--- config.mk ---
export PLATFORM = sky130hd
export DESIGN_NAME = split_key_matrix_debouncer_flat
export DESIGN_NICKNAME = d
export VERILOG_FILES = /design/src/skmd_pkg.sv /design/src/skmd_req_if.sv /design/src/skmd_rsp_if.sv /design/src/split_key_matrix_debouncer.sv /design/src/flat_wrapper.sv
export SDC_FILE = /design/constraint.sdc
export NUM_CORES = 1
export LEC_CHECK = 0
export ABC_AREA = 1
export BUFFER_PORTS_ARGS = -buffer_cell sky130_fd_sc_hd__buf_2
export CORE_MARGIN = 2
export CORE_UTILIZATION = 60
export CTS_CLUSTER_SIZE = 10
export DETAILED_ROUTE_END_ITERATION = 12
export GPL_TIMING_DRIVEN = 0
export PLACE_DENSITY = 0.84
export SYNTH_ARGS = -nofsm -noshare
export SYNTH_HDL_FRONTEND = slang
export SYNTH_SLANG_ARGS = --single-unit
export TNS_END_PERCENT = 10
--- constraint.sdc ---
create_clock -name clock -period 9.95 [get_ports clock]
set_clock_uncertainty 0.15 [all_clocks]
set_input_delay 1.4925 -clock clock [delete_from_list [all_inputs] [get_ports clock]]
set_output_delay 1.4925 -clock clock [all_outputs]
set_load 0.01 [all_outputs]
--- src/skmd_pkg.sv ---
// ----------------------------------------------------------------------------
// skmd_pkg: split key matrix debouncer shared types and constants
// Field widths, register reset values and register index codes.
// ----------------------------------------------------------------------------
package skmd_pkg;

   localparam int LOCAL_ROWS_W  = 24;
   localparam int KEY_MATRIX_W  = 48;
   localparam int CNT_W         = 8;
   localparam int PRESSED_W     = 6;
   localparam int CSR_INDEX_W   = 2;
   localparam int CSR_DATA_W    = 8;

   typedef logic [LOCAL_ROWS_W-1:0] rows_half_type;
   typedef logic [KEY_MATRIX_W-1:0] key_matrix_type;
   typedef logic [CNT_W-1:0]        cnt_type;
   typedef logic [PRESSED_W-1:0]    pressed_type;
   typedef logic [CSR_INDEX_W-1:0]  csr_index_type;
   typedef logic [CSR_DATA_W-1:0]   csr_data_type;

   // register indexes
   localparam csr_index_type CSR_IS_LEFT_HAND     = 2'd0;
   localparam csr_index_type CSR_DEBOUNCE_SCANS   = 2'd1;
   localparam csr_index_type CSR_DISCONNECT_LIMIT = 2'd2;

   // reset values
   localparam logic    IS_LEFT_HAND_RST     = 1'b1;
   localparam cnt_type DEBOUNCE_SCANS_RST   = 8'd5;
   localparam cnt_type DISCONNECT_LIMIT_RST = 8'd5;
   localparam cnt_type ERR_CNT_MAX          = 8'hFF;

endpackage

--- src/skmd_req_if.sv ---
// ----------------------------------------------------------------------------
// skmd_req_if: scan request channel
// Valid/ready channel carrying one scan period of local and remote rows.
// ----------------------------------------------------------------------------
interface skmd_req_if;
   import skmd_pkg::*;

   logic          valid;
   logic          ready;
   rows_half_type local_rows;
   logic          link_error;
   rows_half_type remote_rows;

   modport source (output valid, local_rows, link_error, remote_rows, input ready);
   modport sink   (input valid, local_rows, link_error, remote_rows, output ready);
endinterface

--- src/skmd_rsp_if.sv ---
// ----------------------------------------------------------------------------
// skmd_rsp_if: scan result channel
// Valid/ready channel carrying the debounced matrix and status per scan.
// ----------------------------------------------------------------------------
interface skmd_rsp_if;
   import skmd_pkg::*;

   logic           valid;
   logic           ready;
   key_matrix_type key_matrix;
   logic           settled;
   logic           link_down_led;
   pressed_type    pressed_count;

   modport source (output valid, key_matrix, settled, link_down_led, pressed_count,
                   input ready);
   modport sink   (input valid, key_matrix, settled, link_down_led, pressed_count,
                   output ready);
endinterface

--- src/split_key_matrix_debouncer.sv ---
// ----------------------------------------------------------------------------
// split_key_matrix_debouncer: split keyboard matrix scan with debounce
// Debounces the local half, merges the remote half under link supervision
// and reports the full matrix, a settled flag and the pressed key count.
// ----------------------------------------------------------------------------
//
//   channel  | direction | beat contents
//   ---------+-----------+---------------------------------------------------
//   req_ch   | in        | local_rows, link_error, remote_rows (one scan)
//   rsp_ch   | out       | key_matrix, settled, link_down_led, pressed_count
//   csr_*    | in        | write enable, register index, write data
//
// One scan beat per cycle sustained while rsp_ch.ready stays high. A beat is
// captured in the input register, then the state update and result are
// computed in one pass into the result register.
// Reset (synchronous) clears the matrix, raw rows and error count, loads the
// debounce counter and registers with their defaults.
// A stalled result holds the result register; the input register still
// takes one more beat, after which req_ch.ready drops until the result moves.
//
module split_key_matrix_debouncer #(
   parameter int ROWS_HALF = 4,
   parameter int COLUMNS   = 6
) (
   input  logic                     clock,
   input  logic                     reset,
   skmd_req_if.sink                 req_ch,
   skmd_rsp_if.source               rsp_ch,
   input  logic                     csr_wr_en,
   input  skmd_pkg::csr_index_type  csr_index,
   input  skmd_pkg::csr_data_type   csr_wdata
);
   import skmd_pkg::*;

   localparam int ROWS_FULL = 2 * ROWS_HALF;
   localparam int LOC_W     = ROWS_HALF * COLUMNS;
   localparam int LOC_EXT_W = (LOC_W > LOCAL_ROWS_W) ? LOC_W : LOCAL_ROWS_W;
   localparam int FULL_W    = ROWS_FULL * COLUMNS;
   localparam int MAT_EXT_W = (FULL_W > KEY_MATRIX_W) ? FULL_W : KEY_MATRIX_W;

   // configuration registers
   logic    is_left_hand_ff;
   cnt_type debounce_scans_ff;
   cnt_type disconnect_limit_ff;

   // scan state
   logic [COLUMNS-1:0] raw_rows_ff [ROWS_HALF];
   logic [COLUMNS-1:0] raw_rows_in [ROWS_HALF];
   logic [COLUMNS-1:0] matrix_ff   [ROWS_FULL];
   logic [COLUMNS-1:0] matrix_in   [ROWS_FULL];
   cnt_type            db_cnt_ff, db_cnt_in;
   cnt_type            err_cnt_ff, err_cnt_in;

   // input register
   logic          in_valid_ff;
   rows_half_type in_local_rows_ff;
   logic          in_link_error_ff;
   rows_half_type in_remote_rows_ff;

   // result register
   logic           rsp_valid_ff;
   key_matrix_type rsp_key_matrix_ff, rsp_key_matrix_in;
   logic           rsp_settled_ff;
   logic           rsp_link_down_ff;
   pressed_type    rsp_pressed_ff;

   logic advance;
   logic req_take;

   // Advance the input beat whenever the result register is free or draining.
   assign advance  = in_valid_ff && (!rsp_valid_ff || rsp_ch.ready);
   assign req_take = req_ch.valid && req_ch.ready;
   assign req_ch.ready = !in_valid_ff || advance;

   // ---------------- configuration writes ----------------
   always_ff @(posedge clock) begin
      if (reset) begin
         is_left_hand_ff     <= IS_LEFT_HAND_RST;
         debounce_scans_ff   <= DEBOUNCE_SCANS_RST;
         disconnect_limit_ff <= DISCONNECT_LIMIT_RST;
      end else if (csr_wr_en) begin
         unique case (csr_index)
            CSR_IS_LEFT_HAND:     is_left_hand_ff     <= csr_wdata[0];
            CSR_DEBOUNCE_SCANS:   debounce_scans_ff   <= csr_wdata;
            CSR_DISCONNECT_LIMIT: disconnect_limit_ff <= csr_wdata;
            default: ;  // unknown index: drop the write
         endcase
      end
   end

   // ---------------- input register ----------------
   always_ff @(posedge clock) begin
      if (reset) begin
         in_valid_ff <= 1'b0;
      end else if (req_take) begin
         in_valid_ff <= 1'b1;
      end else if (advance) begin
         in_valid_ff <= 1'b0;
      end
   end

   always_ff @(posedge clock) begin
      if (req_take) begin
         in_local_rows_ff  <= req_ch.local_rows;
         in_link_error_ff  <= req_ch.link_error;
         in_remote_rows_ff <= req_ch.remote_rows;
      end
   end

   // ---------------- scan update ----------------
   logic [LOC_EXT_W-1:0] local_ext;
   logic [LOC_EXT_W-1:0] remote_ext;
   logic [FULL_W-1:0]    full_packed;
   logic [MAT_EXT_W-1:0] mat_ext;
   logic                 row_changed;
   cnt_type              reload;
   cnt_type              db_cnt_load;
   logic                 copy_local;
   logic                 clear_remote;

   // Rows past the 24-bit field read as zero.
   assign local_ext  = LOC_EXT_W'(in_local_rows_ff);
   assign remote_ext = LOC_EXT_W'(in_remote_rows_ff);

   // A zero reload acts as one so a change lands in the same scan.
   assign reload = (debounce_scans_ff == '0) ? cnt_type'(1) : debounce_scans_ff;

   always_comb begin
      row_changed = 1'b0;
      for (int i = 0; i < ROWS_HALF; i++) begin
         raw_rows_in[i] = local_ext[i*COLUMNS +: COLUMNS];
         if (raw_rows_in[i] != raw_rows_ff[i]) begin
            row_changed = 1'b1;
         end
      end
   end

   // Reload on any change, then count down; copy raw rows on reaching zero.
   always_comb begin
      db_cnt_load = row_changed ? reload : db_cnt_ff;
      copy_local  = 1'b0;
      db_cnt_in   = db_cnt_load;
      if (db_cnt_load != '0) begin
         db_cnt_in  = db_cnt_load - cnt_type'(1);
         copy_local = (db_cnt_load == cnt_type'(1));
      end
   end

   // Link supervision: saturating error count, clear remote half past limit.
   always_comb begin
      err_cnt_in   = '0;
      clear_remote = 1'b0;
      if (in_link_error_ff) begin
         err_cnt_in   = (err_cnt_ff == ERR_CNT_MAX) ? err_cnt_ff : err_cnt_ff + cnt_type'(1);
         clear_remote = (err_cnt_in > disconnect_limit_ff);
      end
   end

   always_comb begin
      for (int i = 0; i < ROWS_HALF; i++) begin
         logic [COLUMNS-1:0] loc_old;
         logic [COLUMNS-1:0] rem_old;
         logic [COLUMNS-1:0] loc_new;
         logic [COLUMNS-1:0] rem_new;
         loc_old = is_left_hand_ff ? matrix_ff[i] : matrix_ff[ROWS_HALF + i];
         rem_old = is_left_hand_ff ? matrix_ff[ROWS_HALF + i] : matrix_ff[i];
         loc_new = copy_local ? raw_rows_in[i] : loc_old;
         if (!in_link_error_ff) begin
            rem_new = remote_ext[i*COLUMNS +: COLUMNS];
         end else if (clear_remote) begin
            rem_new = '0;
         end else begin
            rem_new = rem_old;
         end
         matrix_in[i]             = is_left_hand_ff ? loc_new : rem_new;
         matrix_in[ROWS_HALF + i] = is_left_hand_ff ? rem_new : loc_new;
      end
   end

   // Pack rows; anything past the 48-bit field is dropped.
   always_comb begin
      for (int i = 0; i < ROWS_FULL; i++) begin
         full_packed[i*COLUMNS +: COLUMNS] = matrix_in[i];
      end
   end
   assign mat_ext           = MAT_EXT_W'(full_packed);
   assign rsp_key_matrix_in = mat_ext[KEY_MATRIX_W-1:0];

   always_ff @(posedge clock) begin
      if (reset) begin
         for (int i = 0; i < ROWS_HALF; i++) begin
            raw_rows_ff[i] <= '0;
         end
         for (int i = 0; i < ROWS_FULL; i++) begin
            matrix_ff[i] <= '0;
         end
         db_cnt_ff  <= DEBOUNCE_SCANS_RST;
         err_cnt_ff <= '0;
      end else if (advance) begin
         raw_rows_ff <= raw_rows_in;
         matrix_ff   <= matrix_in;
         db_cnt_ff   <= db_cnt_in;
         err_cnt_ff  <= err_cnt_in;
      end
   end

   // ---------------- result register ----------------
   always_ff @(posedge clock) begin
      if (reset) begin
         rsp_valid_ff <= 1'b0;
      end else if (advance) begin
         rsp_valid_ff <= 1'b1;
      end else if (rsp_ch.ready) begin
         rsp_valid_ff <= 1'b0;
      end
   end

   always_ff @(posedge clock) begin
      if (advance) begin
         rsp_key_matrix_ff <= rsp_key_matrix_in;
         rsp_settled_ff    <= (db_cnt_in == '0);
         rsp_link_down_ff  <= in_link_error_ff;
         rsp_pressed_ff    <= PRESSED_W'($countones(rsp_key_matrix_in));
      end
   end

   assign rsp_ch.valid         = rsp_valid_ff;
   assign rsp_ch.key_matrix    = rsp_key_matrix_ff;
   assign rsp_ch.settled       = rsp_settled_ff;
   assign rsp_ch.link_down_led = rsp_link_down_ff;
   assign rsp_ch.pressed_count = rsp_pressed_ff;

   // ---------------- assertions ----------------
   // A shown result's settled flag matches the counter it was computed from.
   a_settled_matches_cnt: assert property (@(posedge clock) disable iff (reset)
      rsp_valid_ff |-> (rsp_settled_ff == (db_cnt_ff == '0)))
      else $error("settled flag disagrees with debounce counter");

   // A clean link exchange clears the error count.
   a_err_cnt_cleared: assert property (@(posedge clock) disable iff (reset)
      advance && !in_link_error_ff |=> err_cnt_ff == '0)
      else $error("error count not cleared after good link beat");

   // A beat held in the input register is not lost while the result stalls.
   a_input_held: assert property (@(posedge clock) disable iff (reset)
      in_valid_ff && !advance |=> in_valid_ff && $stable(in_local_rows_ff))
      else $error("input beat dropped during stall");

   // Every advanced beat shows up in the result register.
   a_result_loaded: assert property (@(posedge clock) disable iff (reset)
      advance |=> rsp_valid_ff)
      else $error("advanced beat missing from result register");

   // The key count reflects the shown matrix.
   a_count_matches: assert property (@(posedge clock) disable iff (reset)
      rsp_valid_ff |-> rsp_pressed_ff == PRESSED_W'($countones(rsp_key_matrix_ff)))
      else $error("pressed count disagrees with key matrix");

endmodule
--- src/flat_wrapper.sv ---
// flat-port wrapper written by rule: the top's interface ports become plain ports
module split_key_matrix_debouncer_flat import skmd_pkg::*;
#(
   parameter int ROWS_HALF = 4,
   parameter int COLUMNS   = 6
)
  (clock, reset, csr_wr_en, csr_index, csr_wdata, req_ch_valid, req_ch_local_rows, req_ch_link_error, req_ch_remote_rows, req_ch_ready, rsp_ch_valid, rsp_ch_key_matrix, rsp_ch_settled, rsp_ch_link_down_led, rsp_ch_pressed_count, rsp_ch_ready);
  skmd_req_if req_ch_i ();
  skmd_rsp_if rsp_ch_i ();
  input  logic clock;
  input  logic reset;
  input  logic csr_wr_en;
  input  skmd_pkg::csr_index_type csr_index;
  input  skmd_pkg::csr_data_type csr_wdata;
  input wire logic [$bits(req_ch_i.valid)-1:0] req_ch_valid;
  input wire logic [$bits(req_ch_i.local_rows)-1:0] req_ch_local_rows;
  input wire logic [$bits(req_ch_i.link_error)-1:0] req_ch_link_error;
  input wire logic [$bits(req_ch_i.remote_rows)-1:0] req_ch_remote_rows;
  output wire logic [$bits(req_ch_i.ready)-1:0] req_ch_ready;
  output wire logic [$bits(rsp_ch_i.valid)-1:0] rsp_ch_valid;
  output wire logic [$bits(rsp_ch_i.key_matrix)-1:0] rsp_ch_key_matrix;
  output wire logic [$bits(rsp_ch_i.settled)-1:0] rsp_ch_settled;
  output wire logic [$bits(rsp_ch_i.link_down_led)-1:0] rsp_ch_link_down_led;
  output wire logic [$bits(rsp_ch_i.pressed_count)-1:0] rsp_ch_pressed_count;
  input wire logic [$bits(rsp_ch_i.ready)-1:0] rsp_ch_ready;
  assign req_ch_i.valid = req_ch_valid;
  assign req_ch_i.local_rows = req_ch_local_rows;
  assign req_ch_i.link_error = req_ch_link_error;
  assign req_ch_i.remote_rows = req_ch_remote_rows;
  assign req_ch_ready = req_ch_i.ready;
  assign rsp_ch_valid = rsp_ch_i.valid;
  assign rsp_ch_key_matrix = rsp_ch_i.key_matrix;
  assign rsp_ch_settled = rsp_ch_i.settled;
  assign rsp_ch_link_down_led = rsp_ch_i.link_down_led;
  assign rsp_ch_pressed_count = rsp_ch_i.pressed_count;
  assign rsp_ch_i.ready = rsp_ch_ready;
  split_key_matrix_debouncer #(.ROWS_HALF(ROWS_HALF), .COLUMNS(COLUMNS)) u_core (.clock(clock), .reset(reset), .req_ch(req_ch_i), .rsp_ch(rsp_ch_i), .csr_wr_en(csr_wr_en), .csr_index(csr_index), .csr_wdata(csr_wdata));
endmodule
==> reports/metrics.cfg, run 1 <==
[finish]
final_cell_mix=370 x nand2_1, 243 x inv_1, 172 x nand3_1
area_delta_synth_final_pct=14.0
fill_cells=1541
drive_gt1_share_pct=11.8
antenna_cells=0
post-route-cell-area_sq_um=13800
nNetsFinal=1818
layout_commonest_cell=nand2_1

[grt]
busiest_layer=met2
grtUsageMet3_pct=6.36
use_met1_pct=41.8
grt_max_degree=48
grt_overflow=0
grt_util_all_layers_pct=31.9
antenna_found_initial=0
grt_pass1_vias=10330
grt_pass1_wl_mm=53.6
grt_use_met2_pct=52.1

[clocking]
path_clk_slew_ps=60
clk_latency_ps=530
cts_sinks=212
postCtsResizedCells=0
cts.path.max_buffers=3
post_cts_buffers=0
clockRootBuffer=clkbuf_16
holdBufCountCts=0
htreeDepth=1
numCtsBuffers=25
cts_tree=built

[sta]
post-route-min-period_ps=9010
report.final.slew_viol_count=0
fmax_mhz=111
max-slew-margin-rel_pct=46.7
max_slew.worst_pin.slew_ps=799
finalSetupViolCount=0
rsz0062_at_grt=false
hold_viol_final=0
fin_crit_sh_pct=90.5
setup_tns_ps=0

[floorplanning]
die_area_sq_um=21300
ios=122
die_w_microns=146
initial_core_util_pct=61.6
row_count=51
core-area_sq_um=19600
die_y_microns=146

[route]
drcViolationCount=0
routed_wire_length_per_instance_microns=17.3
antenna_left=0
firstDrtPassIters=7
vias=10855
drt-initial-drc-count=1096
wl_mm=33.8
via_per_inst=5.57

[place]
port_buffers=120
placed_cell_area_sq_um=13000
globalplace.congestion=1.02
hpwlAfterDp_mm=25.3

[outcome]
outcome=completed

[power]
power_mw=4.06
p_leak_nw=6.77
ir_drop_mv=0.458
power.density_nw_per_um2=295

[worst_setup_path]
worst-endpoint-required_ps=10060
crit_slowest_cell=fa_1
path_class=reg -> reg
cp_max_fo=10
arrival_ps=9120
end_kind=register
cp_common_cell=fa_1
critPathMaxStageDelay_ps=550
start_kind=register

[logic_synthesis]
yosysSeqAreaShare_pct=43.9
ys.flop_type=dfxtp_1
synth_area_per_cell_sq_um=7.96
synthesis.area_sq_um=12100
ys_seq_elements=212
ys_types=33
synth_warnings=0
async_flop_share_pct=0
syn_inst=1517
syn-num-nets=1669
synth_edf_count=105

[flow_run]
cap_violations=0

[min_path]
hp-class=reg -> reg

## sequential cells by signal, summed over array words and instances, names as in the netlist, 8 cells and up
signal                      count
u_core.disconnect_limit_ff      8
u_core.debounce_scans_ff        8
u_core.db_cnt_ff                8
u_core.in_local_rows_ff        24
u_core.in_remote_rows_ff       24
u_core.matrix_ff               48
u_core.raw_rows_ff             24
u_core.err_cnt_ff               8
u_core.rsp_ch.key_matrix       48
## logic make-up after synthesis
logic type | after synthesis | synth area share [%]
buffers and inverters | 331 | 10.6
adder cells (fa/ha/maj) | 88 | 11.8
multiplexers | 1 | 0.0933
AO/OA/AOI/OAI | 227 | 9.55
flip-flops | 212 | 43.9
XOR/XNOR | 19 | 1.38
AND/OR/NAND/NOR | 639 | 22.7
## stage by stage
stage	utilization [%]	hold slack (ps)	instances	worst slack [ps]
after detailed placement	66.6	301	1904	1210
final	70.2	311	1950	945
after CTS	70.2	316	1950	1110
after floorplan	-	274	1517	2360
after global placement	66.4	283	1902	1410
after global routing	70.2	341	1950	565
## path summary, 6_finish.rpt
path	cells past startpoint	slack [ps]	startpoint	endpoint
setup / recovery	32	940	u_core.err_cnt_ff[0]	u_core.rsp_ch.pressed_count[5]
hold / removal	2	310	u_core.debounce_scans_ff[0]	u_core.debounce_scans_ff[0]
setup reg to reg	32	940	u_core.err_cnt_ff[0]	u_core.rsp_ch.pressed_count[5]
hold reg to reg	2	310	u_core.debounce_scans_ff[0]	u_core.debounce_scans_ff[0]
## power by group
part           switching [mW]  internal, mW
combinational            1.22         0.863
clock                   0.351         0.477
sequential             0.0284          1.13
## routing by layer
layer  up-vias  wire length (microns)
li1       5150                      -
met1      4965                  13200
met2       627                  15500
met3       113                   3720
met4         0                   1370
met5         -                      0
## Yosys cell counts (3+ instances only)
master / count / area [sq um]
dfxtp_1: 107 / 2140
buf_2: 7 / 35.0
o211ai_1: 4 / 30.0
xor2_1: 10 / 87.6
inv_2: 16 / 60.1
buf_1: 8 / 30.0
nor3_1: 8 / 40.0
nor2_1: 66 / 248
xnor2_1: 9 / 78.8
nand2_2: 9 / 56.3
nor2_8: 3 / 60.1
edfxtp_1: 105 / 3150
clkbuf_1: 48 / 180
o21ai_0: 100 / 500
fa_1: 43 / 861
nand2_1: 370 / 1390
a21oi_1: 120 / 601
clkinv_1: 3 / 11.3
ha_1: 45 / 563
nand3_1: 172 / 861
inv_1: 244 / 916
buf_4: 3 / 22.5
## area by class of cell
| cell class | instances | area, sq um | share of cell area (%) |
|---|---|---|---|
| clock buffer | 44 | 707 | 5.14 |
| buffer | 68 | 292 | 2.12 |
| sequential | 212 | 5300 | 38.5 |
| tap | 265 | 332 | 2.41 |
| inverter | 263 | 987 | 7.17 |
| timing repair buffer | 122 | 641 | 4.65 |
| multi-input combinational | 974 | 5500 | 39.9 |
| clock inverter | 2 | 12.5 | 0.0909 |
## worst max-delay path: cells and delay by family, from the launching register on
| kind | cells | cell delay, ps |
|---|---|---|
| compound gates | 3 | 470 |
| xor+xnor | 1 | 130 |
| fa+ha+maj | 11 | 4400 |
| buf+inv | 6 | 1100 |
| flops | 1 | 370 |
| mux | 1 | 390 |
| simple gates | 10 | 1710 |
(Power assumes the default switching activity.)
==> run 2: changes to the inputs <==
ABC_AREA = default   (was 1)
==> reports/metrics.cfg, run 2 <==
[route]
routed_wire_length_per_instance_microns=21.0  ; was 17.3 microns
vias=10486  ; was 10855
drcViolationCount=0  ; unchanged
firstDrtPassIters=6  ; was 7
via_per_inst=6.30  ; was 5.57
drt-initial-drc-count=1266  ; was 1096
antenna_left=0  ; unchanged
wl_mm=35.0  ; was 33.8 mm

[grt]
grt_util_all_layers_pct=33.0  ; was 31.9%
grt_pass1_vias=10352  ; was 10330
grtUsageMet3_pct=7.55  ; was 6.36%
grt_pass1_wl_mm=55.1  ; was 53.6 mm
grt_max_degree=37  ; was 48
busiest_layer=met2  ; unchanged
grt_use_met2_pct=53.5  ; was 52.1%
antenna_found_initial=0  ; unchanged
use_met1_pct=42.7  ; was 41.8%
grt_overflow=0  ; unchanged

[flow_run]
cap_violations=0  ; unchanged

[logic_synthesis]
yosysSeqAreaShare_pct=44.3  ; was 43.9%
async_flop_share_pct=0  ; unchanged
ys.flop_type=dfxtp_1  ; unchanged
syn_inst=1230  ; was 1517
synth_area_per_cell_sq_um=9.72  ; was 7.96 sq um
synth_common_cells=130 x nand2_1, 128 x a21oi_1, 125 x inv_1  ; was 370 x nand2_1, 244 x inv_1, 172 x nand3_1
ys_seq_elements=212  ; unchanged
yosys.cell_count.top_type=nand2_1  ; unchanged
synth_warnings=0  ; unchanged
synth_area_leaders=edfxtp_1 26%, dfxtp_1 18%, fa_1 7.2%  ; was edfxtp_1 26%, dfxtp_1 18%, nand2_1 12%
syn-num-nets=1382  ; was 1669
synth_edf_count=105  ; unchanged
synth.top_cell.area_share_pct=26.4  ; was 26.1%
synthesis.area_sq_um=12000  ; was 12100 sq um
ys_types=57  ; was 33
yosys.area.top_type=edfxtp_1  ; unchanged

[finish]
antenna_cells=0  ; unchanged
fill_cells=1509  ; was 1541
layoutNonFillerInstCount=1664  ; was 1950
final_cell_mix=133 x buf_2, 130 x nand2_1, 128 x a21oi_1  ; was 370 x nand2_1, 243 x inv_1, 172 x nand3_1
layout_commonest_cell=buf_2  ; was nand2_1
area_delta_synth_final_pct=14.8  ; was 14.0%
nNetsFinal=1532  ; was 1818
multi_input_area_sq_um=5840  ; was 5500 sq um
drive_gt1_share_pct=14.4  ; was 11.8%
area.sequential_sq_um=5300  ; unchanged
post-route-cell-area_sq_um=13700  ; was 13800 sq um

[clocking]
post_cts_buffers=0  ; unchanged
holdBufCountCts=0  ; unchanged
clockRootBuffer=clkbuf_16  ; unchanged
cts.path.max_buffers=3  ; unchanged
htreeDepth=1  ; unchanged
cts_tree=built  ; unchanged
numCtsBuffers=26  ; was 25
postCtsResizedCells=0  ; unchanged
cts_sinks=212  ; unchanged
clk_latency_ps=560  ; was 530 ps
path_clk_slew_ps=60  ; about the same

[power]
power.density_nw_per_um2=240  ; was 295 nW/um^2
p_leak_nw=5.51  ; was 6.77 nW
ir_drop_mv=0.395  ; was 0.458 mV

[floorplanning]
ios=122  ; unchanged
row_count=51  ; unchanged
core-area_sq_um=19500  ; was 19600 sq um
die_area_sq_um=21100  ; was 21300 sq um
initial_core_util_pct=61.2  ; was 61.6%
die_y_microns=145  ; was 146 microns
die_w_microns=145  ; was 146 microns

[worst_setup_path]
worst-path-buf-inv=6  ; unchanged
critPathMaxStageDelay_ps=570  ; was 550 ps
path_delay_family=adder cells  ; unchanged
start_kind=register  ; unchanged
end_kind=register  ; unchanged
cp-startpoint=u_core.err_cnt_ff[3]  ; was u_core.err_cnt_ff[0]
path_class=reg -> reg  ; unchanged
cp.depth=30  ; was 32
r2r_slack_ps=530  ; was 940 ps
crit-reg2reg-launch=u_core.err_cnt_ff[3]  ; was u_core.err_cnt_ff[0]
cp_max_fo=10  ; unchanged
reg2reg_to=u_core.rsp_ch.pressed_count[5]  ; unchanged
worst-endpoint-required_ps=10080  ; was 10060 ps
endpoint=u_core.rsp_ch.pressed_count[5]  ; unchanged
crit_slowest_cell=fa_1  ; unchanged
cp_common_cell=fa_1  ; unchanged
rr_worst_depth=30  ; was 32
arrival_ps=9560  ; was 9120 ps

[place]
globalplace.congestion=0.963  ; was 1.02
placed_cell_area_sq_um=12900  ; was 13000 sq um
port_buffers=120  ; unchanged
dp_cells=1617  ; was 1904
place_ws_ps=573  ; was 1210 ps
hpwlAfterDp_mm=25.2  ; was 25.3 mm

[sta]
fmax_mhz=106  ; was 111 MHz
finalSetupViolCount=0  ; unchanged
report.final.slew_viol_count=0  ; unchanged
hold_viol_final=0  ; unchanged
rsz0062_at_grt=false  ; unchanged
fin_crit_sh_pct=94.7  ; was 90.5%
post-route-min-period_ps=9420  ; was 9010 ps
max_slew.worst_pin.slew_ps=937  ; was 799 ps
max-slew-margin-rel_pct=36.8  ; was 46.7%
setup_tns_ps=0  ; unchanged
setup_ws_ps=528  ; was 945 ps

[min_path]
hp-class=reg -> reg  ; unchanged

[outcome]
outcome=completed  ; unchanged

run 2: tightest hold or removal path, cell delays in order, from the launching register on:
cell     delay (ps)
dfxtp_1         310
nand2_1          50
a21oi_1          50
run 2: cell families (layout without fill, tap and decap cells):
kind of cell | Yosys count | after routing | share of synthesized area, %
compound gates | 318 | 318 | 18.0
simple gates | 316 | 316 | 12.1
flops | 212 | 212 | 44.3
buf+inv | 211 | 380 | 6.91
fa+ha+maj | 88 | 88 | 11.9
mux | 49 | 49 | 4.13
xor+xnor | 36 | 36 | 2.64
run 2: how the worst min path moves through the flow:
stage / end / slack [ps] / cells past startpoint / start
finish: u_core.raw_rows_ff[16] / 320 / 2 / u_core.raw_rows_ff[16]
global route: u_core.raw_rows_ff[18] / 330 / 2 / u_core.raw_rows_ff[18]
CTS: u_core.raw_rows_ff[16] / 320 / 2 / u_core.raw_rows_ff[16]
detailed placement: u_core.rsp_ch.link_down_led / 300 / 0 / u_core.in_link_error_ff
global placement: u_core.rsp_ch.link_down_led / 280 / 0 / u_core.in_link_error_ff
floorplan: u_core.rsp_ch.link_down_led / 270 / 0 / u_core.in_link_error_ff
run 2: cell type report:
| type | count | area share, % |
|---|---|---|
| Buffer | 85 | 2.58 |
| Clock buffer | 44 | 5.45 |
| Clock inverter | 3 | 0.319 |
| Inverter | 126 | 3.45 |
| Multi-Input combinational cell | 807 | 42.5 |
| Sequential cell | 212 | 38.6 |
| Tap cell | 265 | 2.42 |
| Timing Repair Buffer | 122 | 4.67 |
run 2: power breakdown:
part           internal [mW]  switching [mW]
combinational          0.580           0.726
clock                  0.512           0.371
sequential              1.06          0.0391
total                   2.15            1.14
run 2: routing by layer:
| metal | vias up | routed length, microns |
|---|---|---|
| li1 | 4713 | - |
| met1 | 4913 | 13500 |
| met2 | 713 | 16100 |
| met3 | 145 | 3790 |
| met4 | 2 | 1510 |
| met5 | - | 38 |
run 2: metrics by stage:
stage	hold WS (ps)	power, mW	util (%)
floorplan	274	2.13	-
global placement	283	2.34	66.0
detailed placement	296	2.43	66.2
CTS	316	3.31	70.2
global route	327	3.60	70.3
finish	317	3.29	70.3
==> run 3: changes to the inputs <==
--- a/config.mk
+++ b/config.mk
@@ -7,2 +7,3 @@
 export LEC_CHECK = 0
+export ABC_AREA = 1
 export BUFFER_PORTS_ARGS = -buffer_cell sky130_fd_sc_hd__buf_2
@@ -14,2 +15,3 @@
 export PLACE_DENSITY = 0.84
+export SLEW_MARGIN = 20
 export SYNTH_ARGS = -nofsm -noshare
==> constraint.sdc (replaced) <==
create_clock -name clock -period 9.95 [get_ports clock]
set_clock_uncertainty 0.15 [all_clocks]
set_input_delay 0.4975 -clock clock [delete_from_list [all_inputs] [get_ports clock]]
set_output_delay 0.4975 -clock clock [all_outputs]
set_load 0.01 [all_outputs]
==> reports/metrics.cfg, run 3 (synthesis gave the netlist of run 1 again) <==
[outcome]
outcome=completed  ; unchanged

[worst_setup_path]
critPathMaxStageDelay_ps=570  ; about the same
worst-endpoint-required_ps=10070  ; was 10080 ps
start_kind=register  ; unchanged
crit_slowest_cell=fa_1  ; unchanged
path_class=reg -> reg  ; unchanged
arrival_ps=9070  ; was 9560 ps
cp_common_cell=fa_1  ; unchanged
end_kind=register  ; unchanged
cp_max_fo=10  ; unchanged
path_delay_family=adder cells  ; unchanged
worst-path-buf-inv=6  ; unchanged

[place]
globalplace.congestion=1.02  ; was 0.963
placed_cell_area_sq_um=13000  ; was 12900 sq um
place_ws_ps=1180  ; was 573 ps
dp_cells=1904  ; was 1617
hpwlAfterDp_mm=25.4  ; was 25.2 mm
port_buffers=120  ; unchanged

[power]
ir_drop_mv=0.449  ; was 0.395 mV
power_mw=4.09  ; was 3.29 mW
p_leak_nw=6.93  ; was 5.51 nW
power.density_nw_per_um2=289  ; was 240 nW/um^2

[min_path]
hp-class=in -> reg  ; was reg -> reg

[finish]
fill_cells=1525  ; was 1509
post-route-cell-area_sq_um=14100  ; was 13700 sq um
fin_util_pct=72.1  ; was 70.3%
layout_commonest_cell=nand2_1  ; was buf_2
layoutNonFillerInstCount=1988  ; was 1664
antenna_cells=0  ; unchanged
nNetsFinal=1856  ; was 1532
drive_gt1_share_pct=11.5  ; was 14.4%
area_delta_synth_final_pct=17.1  ; was 14.8%
final_cell_mix=370 x nand2_1, 243 x inv_1, 172 x nand3_1  ; was 133 x buf_2, 130 x nand2_1, 128 x a21oi_1

[floorplanning]
core-area_sq_um=19600  ; was 19500 sq um
die_area_sq_um=21300  ; was 21100 sq um
row_count=51  ; unchanged
die_w_microns=146  ; was 145 microns
die_y_microns=146  ; was 145 microns
initial_core_util_pct=61.6  ; was 61.2%
ios=122  ; unchanged

[clocking]
htreeDepth=1  ; unchanged
clk_latency_ps=530  ; was 560 ps
numCtsBuffers=25  ; was 26
cts.path.max_buffers=3  ; unchanged
cts_tree=built  ; unchanged
cts_sinks=212  ; unchanged
postCtsResizedCells=0  ; unchanged
clockRootBuffer=clkbuf_16  ; unchanged
path_clk_slew_ps=60  ; about the same

[route]
wl_mm=35.5  ; was 35.0 mm
routed_wire_length_per_instance_microns=17.9  ; was 21.0 microns
antenna_left=0  ; unchanged
firstDrtPassIters=6  ; unchanged
vias=10983  ; was 10486
via_per_inst=5.52  ; was 6.30
drt-initial-drc-count=1074  ; was 1266
drcViolationCount=0  ; unchanged

[sta]
max_slew.worst_pin.slew_ps=793  ; was 937 ps
setup_ws_ps=1000  ; was 528 ps
holdWs_ps=11.3  ; was 317 ps
rsz0062_at_grt=false  ; unchanged
fmax_mhz=112  ; was 106 MHz
post-route-min-period_ps=8950  ; was 9420 ps
finalSetupViolCount=0  ; unchanged
report.final.slew_viol_count=0  ; unchanged
fin_crit_sh_pct=89.9  ; was 94.7%
max-slew-margin-rel_pct=47.1  ; was 36.8%
hold_viol_final=0  ; unchanged
setup_tns_ps=0  ; unchanged

[grt]
grt_util_all_layers_pct=33.3  ; was 33.0%
grt_overflow=0  ; unchanged
grt_max_degree=36  ; was 37
grt_pass1_wl_mm=55.9  ; was 55.1 mm
grt_pass1_vias=10687  ; was 10352
antenna_found_initial=1  ; was 0
grtUsageMet3_pct=6.58  ; was 7.55%
grt_use_met2_pct=55.7  ; was 53.5%
use_met1_pct=42.6  ; was 42.7%
busiest_layer=met2  ; unchanged

[flow_run]
cap_violations=0  ; unchanged

## run 3: changes by cell type in the layout (fill, tap and decap cells not counted), sizes merged, moves of 30 or more
| cell | delta |
|---|---|
| nand2 | +251 |
| inv | +135 |
| nand3 | +132 |
| o21ai | +66 |
| mux2i | -47 |
| dlygate4sd3 | +38 |
| a31oi | -32 |
| nor3 | -30 |
## run 3: per-layer routing
metal	vias up	part of all wire, %
met5	-	0
met4	0	4.2
li1	5225	-
met2	593	47
met1	5047	39
met3	118	10
## run 3: area by class of cell
cell class	instances	area [sq um]	share of cell area [%]
Clock inverter	2	13.8	0.0974
Inverter	263	987	6.98
Sequential cell	212	5300	37.5
Clock buffer	44	697	4.93
Timing Repair Buffer	160	1020	7.22
Multi-Input combinational cell	974	5500	38.9
Buffer	68	292	2.06
Tap cell	265	332	2.35
## run 3: final timing paths
path,start,to,slack (ps),cells after the start
hold / removal,req_ch_remote_rows[19],u_core.in_remote_rows_ff[19],10,1
setup / recovery,u_core.err_cnt_ff[0],u_core.rsp_ch.pressed_count[5],1000,32
hold reg to reg,u_core.debounce_scans_ff[0],u_core.debounce_scans_ff[0],310,2
setup reg to reg,u_core.err_cnt_ff[0],u_core.rsp_ch.pressed_count[5],1000,32
## run 3: repair_timing
item	4_1_cts	5_1_grt
hold buffers	38	0
endpoints found under the hold margin	38	0
setup buffers	0	0
## run 3: report_power, final
group	internal [mW]	total, mW	leakage (nW)	switching (mW)
logic	0.882	2.11	4.70	1.22
clock network	0.471	0.827	0.339	0.356
registers	1.13	1.16	1.89	0.0291
